[src/rtl/hds_pkg.sv]
// Shared types and constants for the 2D heat diffusion stencil core.
`default_nettype none
package hds_pkg;
    localparam int MAX_COLS  = 128;
    localparam int MAX_ROWS  = 4096;
    localparam int FRAC_BITS = 12;
    localparam int TEMP_W    = 24;
    localparam int FACTOR_W  = 15;
    localparam int COLS_W    = 8;
    localparam int ROWS_W    = 13;
    localparam logic [FACTOR_W-1:0] FACTOR_QUARTER = 15'd16384;
    localparam logic [1:0] CFG_FACTOR   = 2'd0;
    localparam logic [1:0] CFG_COLUMNS  = 2'd1;
    localparam logic [1:0] CFG_ROWS     = 2'd2;
    localparam logic [1:0] CFG_BOUNDARY = 2'd3;
    localparam int CFG_ADDR_W = 2;

    typedef struct packed {
        logic              boundary;
        logic signed [TEMP_W-1:0] u;
        logic signed [TEMP_W-1:0] n;
        logic signed [TEMP_W-1:0] s;
        logic signed [TEMP_W-1:0] w;
        logic signed [TEMP_W-1:0] e;
        logic [11:0]       row;
        logic [6:0]        col;
        logic              last;
        logic              second;
        logic [11:0]       row2;
        logic              last2;
    } t_job;
endpackage
`default_nettype wire

[src/rtl/hds_back.sv]
// Back end: stencil arithmetic, rounding, saturation and result sequencing.
`default_nettype none
module hds_back (
    input  wire                            i_clk,
    input  wire                            i_rst_n,
    input  wire                            i_empty,
    input  hds_pkg::t_job                  i_job,
    output logic                           o_pop,
    input  wire [hds_pkg::FACTOR_W-1:0]    i_factor,
    input  wire signed [hds_pkg::TEMP_W-1:0] i_bound,
    output logic                           o_valid,
    input  wire                            i_stall,
    output logic signed [hds_pkg::TEMP_W-1:0] o_temp,
    output logic [11:0]                    o_row,
    output logic [6:0]                     o_col,
    output logic                           o_last
);
    localparam int TW = hds_pkg::TEMP_W;
    // stage 1: sum; stage 2: product; stage 3: round/sat -> output
    logic r_v1, r_v2, r_v3, r_half;
    logic signed [TW+3:0] r_sum;
    logic signed [TW-1:0] r_u1, r_u2;
    logic signed [TW+20:0] r_prod;
    hds_pkg::t_job r_j1, r_j2;
    hds_pkg::t_job j_in;
    logic [hds_pkg::FACTOR_W-1:0] f;
    logic adv;
    logic signed [TW+20:0] rnd;
    logic signed [TW+5:0] d, rr;
    logic signed [TW-1:0] sat;

    assign adv = !r_v3 || !i_stall;
    // second result of a last-row job keeps the job at the queue head until that result issues
    assign o_pop = adv && !i_empty && (!i_job.second || r_half) && 1'b1;
    assign f = (i_factor > hds_pkg::FACTOR_QUARTER) ? hds_pkg::FACTOR_QUARTER : i_factor;

    always_comb begin
        j_in          = i_job;
        j_in.boundary = i_job.boundary || r_half;
        j_in.row      = r_half ? i_job.row2 : i_job.row;
        j_in.last     = r_half && i_job.last2;
    end

    always_comb begin
        rnd = r_prod + (TW+21)'(32768);
        d   = (TW+6)'(rnd >>> 16);
        rr  = d + (TW+6)'(r_u2);
        if (rr > (TW+6)'(8388607)) sat = 24'sh7FFFFF;
        else if (rr < -(TW+6)'(8388608)) sat = 24'sh800000;
        else sat = TW'(rr);
    end

    always_ff @(posedge i_clk) begin
        if (!i_rst_n) begin
            r_v1 <= 1'b0; r_v2 <= 1'b0; r_v3 <= 1'b0; r_half <= 1'b0;
        end else if (adv) begin
            r_v1 <= !i_empty;
            r_v2 <= r_v1;
            r_v3 <= r_v2;
            if (!i_empty && i_job.second) r_half <= !r_half;
        end
    end

    always_ff @(posedge i_clk) begin
        if (adv) begin
            r_j1 <= j_in;
            r_u1 <= i_job.u;
            r_sum <= (TW+4)'(i_job.n) + (TW+4)'(i_job.s) + (TW+4)'(i_job.w)
                   + (TW+4)'(i_job.e) - ((TW+4)'(i_job.u) <<< 2);
            r_j2 <= r_j1;
            r_u2 <= r_u1;
            r_prod <= (TW+21)'(r_sum) * $signed({1'b0, f});
            o_temp <= r_j2.boundary ? i_bound : sat;
            o_row  <= r_j2.row;
            o_col  <= r_j2.col;
            o_last <= r_j2.last;
        end
    end
    assign o_valid = r_v3;
endmodule
`default_nettype wire

[config.mk]
export PLATFORM = sky130hd
export DESIGN_NAME = hds_back
export DESIGN_NICKNAME = d
export VERILOG_FILES = /design/src/rtl/hds_pkg.sv /design/src/rtl/hds_back.sv
export SDC_FILE = /design/constraint.sdc
export NUM_CORES = 2
export LEC_CHECK = 0
export CAP_MARGIN = 20
export CORE_ASPECT_RATIO = 2
export CORE_MARGIN = 2
export CORE_UTILIZATION = 57
export CTS_CLUSTER_DIAMETER = 40
export DETAILED_ROUTE_END_ITERATION = 6
export DONT_BUFFER_PORTS = 1
export GPL_ROUTABILITY_DRIVEN = 1
export PLACE_DENSITY = 0.84
export SYNTH_ARGS = -nofsm -noshare
export SYNTH_HDL_FRONTEND = slang
export SYNTH_SLANG_ARGS = --single-unit
[constraint.sdc]
create_clock -name i_clk -period 21.1 [get_ports i_clk]
set_input_delay 6.33 -clock i_clk [delete_from_list [all_inputs] [get_ports i_clk]]
set_output_delay 6.33 -clock i_clk [all_outputs]
set_load 0.005 [all_outputs]
### Word level (Yosys, flattened, before mapping)

Index checks and enable logic that the tools add are counted.

| word-level totals | value |
|---|---|
| register bits after elaboration | 211 |
| output and inout port bits | 46 |

| cells by class | value |
|---|---|
| add/sub/neg operators | 6 |
| multiply operators | 1 |
| magnitude comparators | 3 |
| mux-type cells | 5 |
| reduce and logical (&&, ||, !) cells | 13 |

Operators by type and width:

| cell | count |
|---|---|
| 24-bit 2-to-1 mux | 3 |
| 45-bit by 17-bit adder with 45-bit output, second input constant | 1 |
| 28-bit by 16-bit multiplier with 44-bit output | 1 |
| 29-bit by 24-bit adder with 30-bit output | 1 |
| 30-bit by 24-bit > comparator with 1-bit output, second input constant | 1 |
| 30-bit by 24-bit < comparator with 1-bit output, second input constant | 1 |
| 27-bit by 26-bit subtractor with 28-bit output | 1 |
| 26-bit by 24-bit adder with 27-bit output | 1 |
| 25-bit by 24-bit adder with 26-bit output | 1 |
| 24-bit by 24-bit adder with 25-bit output | 1 |
| 15-bit > comparator, second input constant | 1 |
| 15-bit 2-to-1 mux | 1 |
| 12-bit 2-to-1 mux | 1 |
| 1-bit logical NOT | 5 |
| 1-bit logical AND | 4 |
| 1-bit logical OR | 3 |
| 2-bit AND reduction | 1 |

### Depth between registers and ports, before layout

| depth | value |
|---|---|
| depth after elaboration | 6 |
| mapped depth | 28 |

### Worst setup path after synthesis

Ideal clock, no wire load.

| timing path | value |
|---|---|
| path type | input port to output port |
| start point | input i_stall |
| end point | output o_pop |
| arrival time | 6751 ps |
| slack | 8019 ps |
| stages | 2 |
| path buffers | 0 |
| path through | a21oi_1 > a21boi_0 |

| on the way | value |
|---|---|
| word-level cells in the longest chain between the ends | 4 |

RTL lines:

| item | line | RTL |
|---|---|---|
| start, declared | hds_back.sv:12 | `input wire i_stall,` |
| 1-bit logical NOT | hds_back.sv:32 | `assign adv = !r_v3 \|\| !i_stall;` |
| 1-bit logical OR | hds_back.sv:32 |  |
| 1-bit logical AND (2 in series) | hds_back.sv:34 | `assign o_pop = adv && !i_empty && (!i_job.second \|\| r_half) && 1'b1;` |
| end, declared | hds_back.sv:8 | `output logic o_pop,` |

No other way between the ends.

### Worst setup path in the final report

| timing path | value |
|---|---|
| start point | input i_factor[9] (netlist bit) |
| end point | register r_prod[43] (data pin) |

| on the way | value |
|---|---|
| word-level cells in the longest chain between the ends | 3 |

RTL lines:

| item | line | RTL |
|---|---|---|
| start, declared | hds_back.sv:9 | `input wire [hds_pkg::FACTOR_W-1:0] i_factor,` |
| 15-bit > comparator | hds_back.sv:35 | `assign f = (i_factor > hds_pkg::FACTOR_QUARTER) ? hds_pkg::FACTOR_QUARTER : i_factor;` |
| 15-bit 2-to-1 mux * | hds_back.sv:35 |  |
| 28-bit by 16-bit multiplier with 44-bit output * | hds_back.sv:72 | `r_prod <= (TW+21)'(r_sum) * $signed({1'b0, f});` |
| end signal, assigned | hds_back.sv:72 |  |
| end, declared | hds_back.sv:23 | `logic signed [TW+20:0] r_prod;` |

Every way passes the cells marked *; elsewhere a longest branch is shown, timed or not.
A chain may end at the register's enable or synchronous reset.

==> flow_metrics.env <==
export IMPL_outcome="complete, no violations"
export IMPL_area_delta_synth_final_pct=4.202
export IMPL_yosysWarnings=0
export IMPL_maxSlewHeadroom=0.2614
export IMPL_synth_nets=3362
export IMPL_critPathCaptureType="flop"
export IMPL_nets=3307
export IMPL_cp_start_kind="primary input"
export IMPL_start_util=0.5747
export IMPL_numCtsBuffers=17
export IMPL_cp_slowest_cell="o31ai_1"
export IMPL_critPathMaxFanout=28
export IMPL_tightest_slew_ns=1.108
export IMPL_pre_cts_slack_ns=7.395
export IMPL_synth_seq_cells=195
export IMPL_die_area_um2=47910
export IMPL_path_class="in2reg"
export IMPL_hold_path_class="reg2reg"
export IMPL_rsz0062_at_grt="false"
export IMPL_r2r_end="r_prod[43]"
export IMPL_r2r_start="r_sum[19]"
export IMPL_antenna_cells=0
export IMPL_hold_end="r_j2[16]"
export IMPL_cts_buffer_depth=2
export IMPL_fillers=3552
export IMPL_final_common_cell="inv_1"
export IMPL_min_delay_start="r_j1[16]"
export IMPL_critPathMaxStageDelay_ns=0.69
export IMPL_rrSetupSlack_ns=13.53
export IMPL_cp_arrival_ns=13.57
export IMPL_wl_um=67470
export IMPL_finClkSkew_ns=0.01499
export IMPL_cts_sinks=195
export IMPL_crit_buf_inv=4
export IMPL_drv_slew=0
export IMPL_h_tree_depth=4
export IMPL_coreArea_um2=45690
export IMPL_regArea_um2=5816
export IMPL_min_period_ns=13.42
export IMPL_rr_worst_depth=20
export IMPL_drive_above_1_share=0.04031
export IMPL_ioPinCount=244
export IMPL_ant_nets=0
export IMPL_wl_met3_um=3801
export IMPL_syn_inst=2523
export IMPL_holdPathStages=0
export IMPL_synth_area_um2=26260
export IMPL_first_iter_violations=1311
export IMPL_postCtsSetupRepairBufs=0
export IMPL_gp_congestion=0.9456
export IMPL_crit_family="adder cells"
export IMPL_cts_tree="built"
export IMPL_rows=111
export IMPL_dieWidth_um=155.8
export IMPL_vias_per_cell=6.025
export IMPL_drt_met1_wl_um=19870
export IMPL_numPortBuffers=0
export IMPL_ys_types=84
export IMPL_placedInstanceArea_um2=26690
export IMPL_hold_viol=0
export IMPL_grt_max_degree=79
export IMPL_top_layer_used="met4"
export IMPL_synth_enable_flop_cells=191
export IMPL_worstPathCellList="nor4_1 -> a41oi_1 -> nor2b_1 -> buf_4 -> nand2_1 -> fa_1 -> inv_1 -> fa_1 -> inv_1 -> fa_1 -> fa_1 -> fa_1 -> fa_1 -> inv_1 -> ha_1 -> o21a_1 -> a21oi_1 -> a2bb2oi_1 -> a32oi_1 -> nand3_1 -> a21oi_1 -> o31ai_1 -> mux2i_1 -> nand4_1"
export IMPL_fin_util=0.5989
export IMPL_cts_hold_buffers=0
export IMPL_cts_root_buf="clkbuf_16"
export IMPL_async_flop_share=0
export IMPL_design_area_um2=27360
export IMPL_worst_slack_ns=7.684
export IMPL_crit_path_frequent_cell="fa_1"
export IMPL_synth_yosys_seq_area_share=0.2215
export IMPL_final_cell_mix="inv_1 (532), fa_1 (479), nand2_1 (256)"
export IMPL_worst_ep_required_time_ns=21.26
export IMPL_cts_resized_gates=0
export IMPL_grt_pass1_vias=21500
export IMPL_grt_overflow_total=0
export IMPL_setup_violations=0
export IMPL_clk_latency_ns=0.45
export IMPL_grt_use_total=0.2944
export IMPL_cap_violations=0
export IMPL_met2WireLength_um=37170
export IMPL_vias=18350
export IMPL_die_y_um=307.5
export IMPL_fin_setup_tns_ns=0
export IMPL_wire_per_inst_um=22.15
export IMPL_dr_pass1_iters=6
export IMPL_syn_avg_cell_area_um2=10.41
export IMPL_grt_antenna_before_repair=0
export IMPL_multi_input_area_um2=18040
export IMPL_grt_first_pass_wirelength_um=107500
export IMPL_synth_flop_cell="edfxtp_1"
export IMPL_drc=0
export IMPL_fmax_mhz=74.54
export IMPL_clk_pin_slew_ns=0.09
export IMPL_fin_crit_sh=0.6358
export IMPL_post_dp_hpwl_um=53840
[final cells by class]
class,count,share of cell area
clock buffer,17,0.01555
clock inverter,15,0.008185
inverter,533,0.07311
multi-input combinational,1702,0.6591
sequential,195,0.2125
tap,565,0.02583
timing repair buffer,19,0.005670
[cells in the mapped netlist, types with 5 or more instances]
cell      count  area [um^2]
a21o_1       27        202.7
a21oi_1      75        375.4
a311oi_1      7        61.31
a311oi_2     10        150.1
a31oi_1      11        68.82
and2_1      224         1401
and3_1       13        81.33
buf_6         5        56.30
clkbuf_1     80        300.3
edfxtp_1    191         5736
fa_1        479         9589
ha_1        162         2027
inv_1       532         1997
mux2_2       12        135.1
nand2_1     257        964.7
nand2b_1      9        56.30
nand3_1      30        150.1
nand4_1      16        100.1
nor2_1       69        259.0
nor2b_1      24        150.1
nor3_1       13        65.06
nor4_1        9        56.30
o211ai_1     13        97.59
o21a_1        9        67.56
o21ai_0      27        135.1
o21ai_1       5        25.02
o21bai_1     10        75.07
or3_1         9        56.30
xnor2_1      73        639.4
xor2_1       38        332.8
[metrics by stage]
| step | cells | hold WS [ns] |
|---|---|---|
| 2_1_floorplan | 2523 | 0.4003 |
| 6_report | 3046 | 0.4161 |
| 5_1_grt | 3046 | 0.4287 |
| 3_5_place_dp | 3013 | 0.4045 |
| 4_1_cts | 3045 | 0.4176 |
| 3_3_place_gp | 3013 | 0.4010 |
[sequential cells by signal, summed over array words and instances (netlist names)]
register	count
o_valid	1
o_row	12
r_v2	1
r_v1	1
o_temp	24
r_sum	28
r_u1	24
r_u2	24
o_col	7
r_half	1
r_prod	29
o_last	1
r_j1	21
r_j2	21
[how the worst max path moves through the flow]
stage / endpoint / startpoint / cells past startpoint / slack [ns]
6_report: r_prod[43] / i_factor[9] / 24 / 7.68
5_1_grt: r_prod[43] / i_factor[9] / 24 / 7.56
3_5_place_dp: r_prod[43] / i_factor[9] / 23 / 7.40
4_1_cts: r_prod[43] / i_factor[9] / 23 / 7.87
2_1_floorplan: o_pop / i_stall / 2 / 8.02
3_3_place_gp: r_prod[43] / i_factor[9] / 23 / 7.55
[per-layer routing]
metal | track usage | vias up
li1 | - | 7752
met1 | 0.2778 | 9180
met3 | 0.04180 | 446
met5 | 0 | -
met4 | 0.2477 | 0
met2 | 0.5478 | 973
[cell families after synthesis]
logic type,count (synthesis),synth area share
AO/OA/AOI/OAI,246,0.06799
flip-flops,195,0.2215
adder cells (fa/ha/maj),641,0.4423
buffers and inverters,626,0.09248
AND/OR/NAND/NOR,690,0.1328
XOR/XNOR,111,0.03702
multiplexers,14,0.005908
Power is left out: the tool's default activity adds up to more than one toggle a clock period on the data nets, which glitch-free logic cannot reach.
