==> config.mk <==
export PLATFORM = sky130hd
export DESIGN_NAME = hds_fifo
export DESIGN_NICKNAME = d
export VERILOG_FILES = /design/src/rtl/hds_pkg.sv /design/src/rtl/hds_fifo.sv
export SDC_FILE = /design/constraint.sdc
export NUM_CORES = 1
export LEC_CHECK = 0
export BUFFER_PORTS_ARGS = -buffer_cell sky130_fd_sc_hd__buf_2
export CORE_MARGIN = 2
export CORE_UTILIZATION = 45
export CTS_CLUSTER_DIAMETER = 60
export DETAILED_ROUTE_END_ITERATION = 7
export HOLD_SLACK_MARGIN = 0.15
export MAX_ROUTING_LAYER = met4
export PLACE_DENSITY = 0.72
export RECOVER_POWER = 50
export SYNTH_ARGS = -nofsm -noshare
export SYNTH_HDL_FRONTEND = slang
export SYNTH_SLANG_ARGS = --single-unit
==> constraint.sdc <==
create_clock -name i_clk -period 7.5 [get_ports i_clk]
set_input_delay 2.25 -clock i_clk [delete_from_list [all_inputs] [get_ports i_clk]]
set_output_delay 2.25 -clock i_clk [all_outputs]
set_load 0.005 [all_outputs]
==> src/rtl/hds_pkg.sv <==
// Shared types and constants for the 2D heat diffusion stencil core.
`default_nettype none
package hds_pkg;
    localparam int MAX_COLS  = 128;
    localparam int MAX_ROWS  = 4096;
    localparam int FRAC_BITS = 12;
    localparam int TEMP_W    = 24;
    localparam int FACTOR_W  = 15;
    localparam int COLS_W    = 8;
    localparam int ROWS_W    = 13;
    localparam logic [FACTOR_W-1:0] FACTOR_QUARTER = 15'd16384;
    localparam logic [1:0] CFG_FACTOR   = 2'd0;
    localparam logic [1:0] CFG_COLUMNS  = 2'd1;
    localparam logic [1:0] CFG_ROWS     = 2'd2;
    localparam logic [1:0] CFG_BOUNDARY = 2'd3;
    localparam int CFG_ADDR_W = 2;

    typedef struct packed {
        logic              boundary;
        logic signed [TEMP_W-1:0] u;
        logic signed [TEMP_W-1:0] n;
        logic signed [TEMP_W-1:0] s;
        logic signed [TEMP_W-1:0] w;
        logic signed [TEMP_W-1:0] e;
        logic [11:0]       row;
        logic [6:0]        col;
        logic              last;
        logic              second;
        logic [11:0]       row2;
        logic              last2;
    } t_job;
endpackage
`default_nettype wire

==> src/rtl/hds_fifo.sv <==
// Short queue between front end and back end.
`default_nettype none
module hds_fifo #(
    parameter int DEPTH = 4
) (
    input  wire            i_clk,
    input  wire            i_rst_n,
    input  wire            i_push,
    input  hds_pkg::t_job  i_data,
    output logic           o_full,
    output logic           o_empty,
    input  wire            i_pop,
    output hds_pkg::t_job  o_data
);
    localparam int AW = $clog2(DEPTH);
    hds_pkg::t_job r_mem [DEPTH];
    logic [AW:0] r_wp, r_rp;

    always_ff @(posedge i_clk) begin
        if (!i_rst_n) begin
            r_wp <= '0;
            r_rp <= '0;
        end else begin
            if (i_push) r_wp <= r_wp + (AW+1)'(1);
            if (i_pop)  r_rp <= r_rp + (AW+1)'(1);
        end
    end
    always_ff @(posedge i_clk) begin
        if (i_push) r_mem[r_wp[AW-1:0]] <= i_data;
    end
    assign o_data  = r_mem[r_rp[AW-1:0]];
    assign o_empty = r_wp == r_rp;
    assign o_full  = (r_wp[AW] != r_rp[AW]) && (r_wp[AW-1:0] == r_rp[AW-1:0]);
endmodule
`default_nettype wire

Word-level counts from Yosys, hierarchy flattened
Memories as Yosys holds them, arrays and structs flattened. A register that Yosys moved wholly into a read port is not among the register bits. Cells that the tools add are included.

Bits in registers: 6. Bits in writable memories: 620. Bits of input ports: 159. Output and inout bits: 157. Word-level logic and storage cells: 13. Memories kept: 1.

Memories: r_mem (depth 4, bits a word 155, read ports 1, clocked after memory_dff 1, write ports 1, line hds_fifo.sv:16) `hds_pkg::t_job r_mem [DEPTH];`.

Add/sub/neg operators: 2. Eq/ne operators: 3. Muxes and demuxes: 4. Reductions and logical operators: 1.

Operators with widths (count): adder 3 x 1 -> 3 bit, second input constant (2); two-way mux 2 bit (2); == test 3 bit (1); == test 2 bit (1); two-way mux 1 bit (2); logical AND 1 bit (1); inequality test 1 bit (1).

Logic depth before layout (Yosys ltp)
Gate-level depths: netlist of the first run.

Depth in word-level cells: 3. Mapped depth: 4. Gate-level depth less buffers: 4.

Least setup slack after synthesis of the first run
No wires, ideal clock.

Path type: input-to-reg. Start: in i_push. End: mem r_mem[3][0] in the netlist's numbering, enable pin. Setup time: 0.533 ns. Arrival time: 6.062 ns. Required time: 6.967 ns. Setup slack: 0.905 ns. Cell stages on the path: 2. Buffers on the path: 1. Cells stage by stage: clkbuf_1 and2_1.

Cells in the longest elaborated chain, start to end: 2.

RTL lines: start: declaration (line hds_fifo.sv:8) `input wire i_push,`; two-way mux 1 bit (line hds_fifo.sv:29) `if (i_push) r_mem[r_wp[AW-1:0]] <= i_data;`; two-way mux 1 bit (not written as such) (line hds_fifo.sv:29); end: declaration (line hds_fifo.sv:16).

Every way passes these cells.

Final worst setup path of the first run
Start: in i_push. End: mem r_mem[1][41] in the netlist's numbering, enable pin.

The elaborated chain is that of the path after synthesis.

==> results of run 1 <==
==> metrics by stage <==
stage	instances	util, %
3_5_place_dp	1811	50.1
6_report	1926	53.5
5_1_grt	1926	53.5
2_1_floorplan	850	-
3_3_place_gp	1811	50.1
4_1_cts	1922	53.9
==> critical path, stage by stage <==
cell and delay (ns):
clkbuf_1 0.28, and2_0 2.24, buf_12 0.52
==> synth_stat cells <==
library cell | n | area, sq um
edfxtp_1 | 620 | 18600
mux4_2 | 155 | 3490
buf_2 | 16 | 80.1
buf_4 | 11 | 82.6
dfxtp_1 | 8 | 160
buf_6 | 5 | 56.3
ha_1 | 5 | 62.6
nor2_1 | 5 | 18.8
and2_1 | 4 | 25.0
clkbuf_1 | 3 | 11.3
inv_1 | 3 | 11.3
xnor2_1 | 3 | 26.3
a21bo_2 | 2 | 20.0
a21oi_1 | 2 | 10.0
mux2i_1 | 2 | 20.0
nand3b_1 | 2 | 15.0
xor2_1 | 2 | 17.5
nor3_1 | 1 | 5.00
nor3b_1 | 1 | 7.51
==> state kept, by name, indices dropped and copies added (netlist names), named ones only <==
name and cells:
r_wp 3, r_rp 3, r_mem 620
==> report_power, final <==
part / internal, mW / leakage [nW] / switching (mW)
Clock: 1.66 / 0.923 / 1.23
Combinational: 0.308 / 1.84 / 0.332
Sequential: 4.04 / 5.76 / 0.0529
==> cells by family after synthesis <==
| family | Yosys count |
|---|---|
| buffers and inverters | 38 |
| and+or+nand+nor | 13 |
| AOI/OAI and AO/OA | 4 |
| adders and majority gates | 5 |
| DFF | 628 |
| xor gates and xnor gates | 5 |
| muxes | 157 |
==> routing by layer <==
| metal | vias to the layer above | GRT usage (%) | wire length (um) |
|---|---|---|---|
| met2 | 329 | 25.5 | 20400 |
| li1 | 4403 | - | - |
| met3 | 75 | 5.66 | 3740 |
| met5 | - | - | 0 |
| met1 | 5323 | 21.8 | 17400 |
| met4 | 0 | 4.61 | 1010 |
==> cell type report <==
type,instances,area share (%)
Clock buffer,70,5.82
Inverter,3,0.0420
Clock inverter,41,1.24
Antenna cell,4,0.0374
Multi-Input combinational cell,184,13.9
Timing Repair Buffer,324,5.73
Sequential cell,628,70.1
Tap cell,672,3.14
==> worst min-delay path by stage <==
stage / startpoint / end / slack, ns
finish: r_wp[0] / r_wp[0] / 0.58
global route: r_rp[2] / r_rp[2] / 0.60
CTS: r_rp[2] / r_rp[2] / 0.58
detailed placement: r_rp[2] / r_rp[2] / 0.57
global placement: r_rp[2] / r_rp[2] / 0.54
floorplan: r_rp[2] / r_rp[2] / 0.53
==> results.md, run 1 <==
* Register area share after synthesis at 82.6%
* CP startpoint: i_push
* Compound-Gate Fraction of Synth Area at 0.132%
* Lkg Pwr at 8.53 nW
* Setup Crit Path Kind: input port to flop
* Fin Clk Skew at 0.00964 ns
* Worst min path class: flop to flop
* Gr usage total at 16.8%
* First-pass GRT wire length at 64600 um
* Failing checks: capacitance limit, slew limit
* Post-route clock period utilization at 71.9%
* Cell Area, Synth at 22700 sq um
* Mapped Cells at 850
* Post-CTS Setup Repair Bufs at 0
* Power per cell area at 284 nW/um^2
* Syn nets at 1014
* Port bufs at 315
* Final hold vios at 0
* CTS hold repair buffers at 0
* Max-slew headroom at -102%
* CTS Buffer Depth at 3
* R2R cell count at 3
* Main combinational cell family by area after synthesis: multiplexers
* Synthesized area per cell at 26.8 sq um
* Required time of the critical path at 7.71 ns
* Cell at the root of the clock tree: clkbuf_16
* Multi-input logic area at 3720 sq um
* DRC viols at 0
* Fin worst setup slack at 2.11 ns
* FP Rows at 82
* Multiplexer share of the synthesized area at 15.4%
* Pin count of the biggest net entering global routing at 119
* Maximum clock frequency at 186 MHz
* Register area at 18800 sq um
* TritonCTS Buffers at 61
* Synth Area in Adders at 0.275%
* Final WL at 42600 um
* Internal reg-to-reg setup slack at 3.52 ns
* Worst-Margin Slew at 3.03 ns
* Initial drt markers at 723
* Pre-antenna DRT Iters at 4
* Vias per cell at 5.26
* Die W at 229 um
* Worst Path Arrival at 5.60 ns
* Initial antenna violation count at 4
* Max-Cap Viols at 3
* Most frequent cells in the layout: 620 x edfxtp_1, 166 x clkbuf_1, 158 x buf_2, 155 x mux4_2, 61 x clkbuf_16
* RSZ-0062 raised after global routing: no
* Flops & latches, synth at 628
* Min Clock Period, post-route at 5.39 ns
* Share of layout cells above drive strength 1 at 33.0%
* CTS tree: done
* Critical Path End Type: flop
* Hold slack at 0.585 ns
* Critical Path Source Type: input port
* Post-synthesis xor/xnor area fraction at 0.193%
* Skew-Pair Late Insertion Delay at 0.59 ns
* Starting density of the core at 45.4%
* Power Total at 7.61 mW
* Clk pin slew, worst setup/hold paths at 0.06 ns
* GP Congestion at 0.726
* Core ar. at 50100 sq um
* Synth Area in Simple Gates at 0.314%
* Post_cts resized at 0
* Pre-CTS setup slack at 3.05 ns
* Critical R2R Launch: r_wp[0]
* Drt wl/cell at 22.1 um
* Fill cell count at 3926
* Commonest non-fill, non-tap cell in the layout: edfxtp_1
* # clock sinks at 628
* I/O Pins at 316
* Critical Path Fanout Max at 118
* Final setup fails at 0
* Placed cell areas at 25100 sq um
* Synth cell types at 19
* HPWL after DPL at 24700 um
* Die footprint at 52300 sq um
* Slew Viols, Final at 103
* Area Overhead vs Synth at 17.8%
* Status: finished, violations left
* Yosys warns at 0
* Worst Hold Path Cells at 2
* Reg2reg end: r_mem[1][41]
* # H-tree levels at 2
* Die height at 229 um
* Worst Setup EP: r_mem[1][41]
* DR vias at 10.1k
* Vias in the first global route at 10.9k
* TNS Setup at 0 ns
* Antenna viol nets, final at 0
* Design Area, Final at 26800 sq um
* VDD IR max at 0.221 mV
* Nets at 1366
* Gr ovfl total at 0
Note: power is estimated with default switching activity, not from simulation.
==> run 2: changes to the inputs <==
==> constraint.sdc (replaced) <==
create_clock -name i_clk -period 5.6 [get_ports i_clk]
set_input_delay 1.68 -clock i_clk [delete_from_list [all_inputs] [get_ports i_clk]]
set_output_delay 1.68 -clock i_clk [all_outputs]
set_load 0.005 [all_outputs]
==> results.md, run 2 (synthesis gave the netlist of run 1 again) <==
* Power Total at 10.5 mW
* Critical Path Source Type: input port
* Post_cts resized at 0
* Die footprint at 52300 sq um
* Gr usage total at 17.4%
* Setup Crit Path Kind: input port to flop
* Share of layout cells above drive strength 1 at 34.2%
* Post-route clock period utilization at 81.8%
* CTS Buffer Depth at 3
* DR vias at 10.2k
* Final setup fails at 0
* TNS Setup at 0 ns
* CTS tree: done
* Pin count of the biggest net entering global routing at 71
* Slew Viols, Final at 149
* Most frequent cells in the layout: 620 x edfxtp_1, 167 x clkbuf_1, 158 x buf_2, 155 x mux4_2, 71 x clkbuf_16
* DRC viols at 0
* Failing checks: capacitance limit, slew limit
* I/O Pins at 316
* Maximum clock frequency at 218 MHz
* Delay of the slowest critical-path stage at 2.18 ns
* Die W at 229 um
* Pre-antenna DRT Iters at 5
* Max-slew headroom at -97.6%
* RSZ-0062 raised after global routing: no
* Die height at 229 um
* Max reg flops at 620
* TritonCTS Buffers at 67
* CTS hold repair buffers at 0
* Lkg Pwr at 8.71 nW
* Crit path cell chain: clkbuf_1 -> and2_1 -> buf_4
* Critical-path top delay cell: and2_1
* Final hold vios at 0
* Drt wl/cell at 22.3 um
* Required time of the critical path at 5.85 ns
* Antenna viol nets, final at 0
* Max-Cap Viols at 3
* GP Congestion at 0.747
* Min Clock Period, post-route at 4.58 ns
* Final WL at 43600 um
* Vias per cell at 5.24
* FP Rows at 82
* # H-tree levels at 3
* VDD IR max at 0.272 mV
* Worst min path class: flop to flop
* Critical path buffers and inverters at 2
* First-pass GRT wire length at 65900 um
* Power per cell area at 388 nW/um^2
* Fin Clk Skew at 0.0119 ns
* Skew-Pair Late Insertion Delay at 0.58 ns
* HPWL after DPL at 26000 um
* Critical Path End Type: flop
* Worst-Margin Slew at 2.96 ns
* Critical Path Fanout Max at 55
* Worst Path Arrival at 4.83 ns
* Gr ovfl total at 0
* Commonest non-fill, non-tap cell in the layout: edfxtp_1
* Initial antenna violation count at 10
* Area Overhead vs Synth at 19.3%
* Post-CTS Setup Repair Bufs at 0
* Clk pin slew, worst setup/hold paths at 0.06 ns
* Cell at the root of the clock tree: clkbuf_16
* Starting density of the core at 45.4%
* Port bufs at 315
* Vias in the first global route at 10.9k
* Status: finished, violations left
* Nets at 1385
* Core ar. at 50100 sq um
* # clock sinks at 628
* Family with the most delay on the worst path: simple AND/OR/NAND/NOR gates
* Initial drt markers at 665
==> run 2: cell count changes in the layout (fill, tap and decap cells not counted), moves of 2 or more <==
cell       change
buf_4         +12
clkbuf_16     +10
diode_2        +7
and2_0         -3
and2_1         +3
clkinv_1       -3
clkinv_2       -3
bufinv_16      -2
clkinv_4       +2
inv_6          +2
==> run 2: cell type report <==
type,instances,area (sq um)
Antenna cell,11,27.5
Clock buffer,81,1810
Clock inverter,37,284
Fill cell,3893,22900
Inverter,3,11.3
Multi-Input combinational cell,184,3720
Sequential cell,628,18800
Tap cell,672,841
Timing Repair Buffer,337,1650
==> run 2: worst paths after layout <==
check	slack, ns	start	cells past startpoint	endpoint
worst max-delay path	1.02	i_push	3	r_mem[2][72]
worst min-delay path	0.56	r_rp[1]	2	flop
worst max register to register	1.85	r_wp[0]	4	r_mem[2][72]
worst min register to register	0.56	r_rp[1]	2	flop
==> run 2: report_power, final <==
part / total, mW / internal [mW] / switching (mW)
combinational: 0.875 / 0.423 / 0.451
clock: 4.19 / 2.46 / 1.74
sequential: 5.47 / 5.40 / 0.0685
total: 10.5 / 8.28 / 2.26
==> run 2: stage by stage <==
stage	instances	worst slack (ns)	utilization, %	hold slack, ns	area, sq um
finish	1953	1.02	54.2	0.563	27100
detailed placement	1824	1.91	50.3	0.556	25200
global route	1952	0.620	54.2	0.599	27100
global placement	1824	1.91	50.3	0.553	25200
CTS	1942	1.24	54.5	0.573	27300
floorplan	850	1.28	-	0.530	22700
==> run 2: routing by layer <==
metal,vias to the layer above,global-route usage (%),part of all wire (%)
li1,4460,-,-
met1,5352,21.3,40
met2,346,26.5,48
met3,76,6.54,9.2
met4,0,6.41,2.5
met5,-,-,0
==> run 2: worst reg2reg max path, delay by kind of cell, from the launching register on <==
family | cells | cell delay (ns)
and+or+nand+nor | 1 | 2.12
buffers and inverters | 2 | 0.78
adders and majority gates | 1 | 0.13
DFF | 1 | 0.37
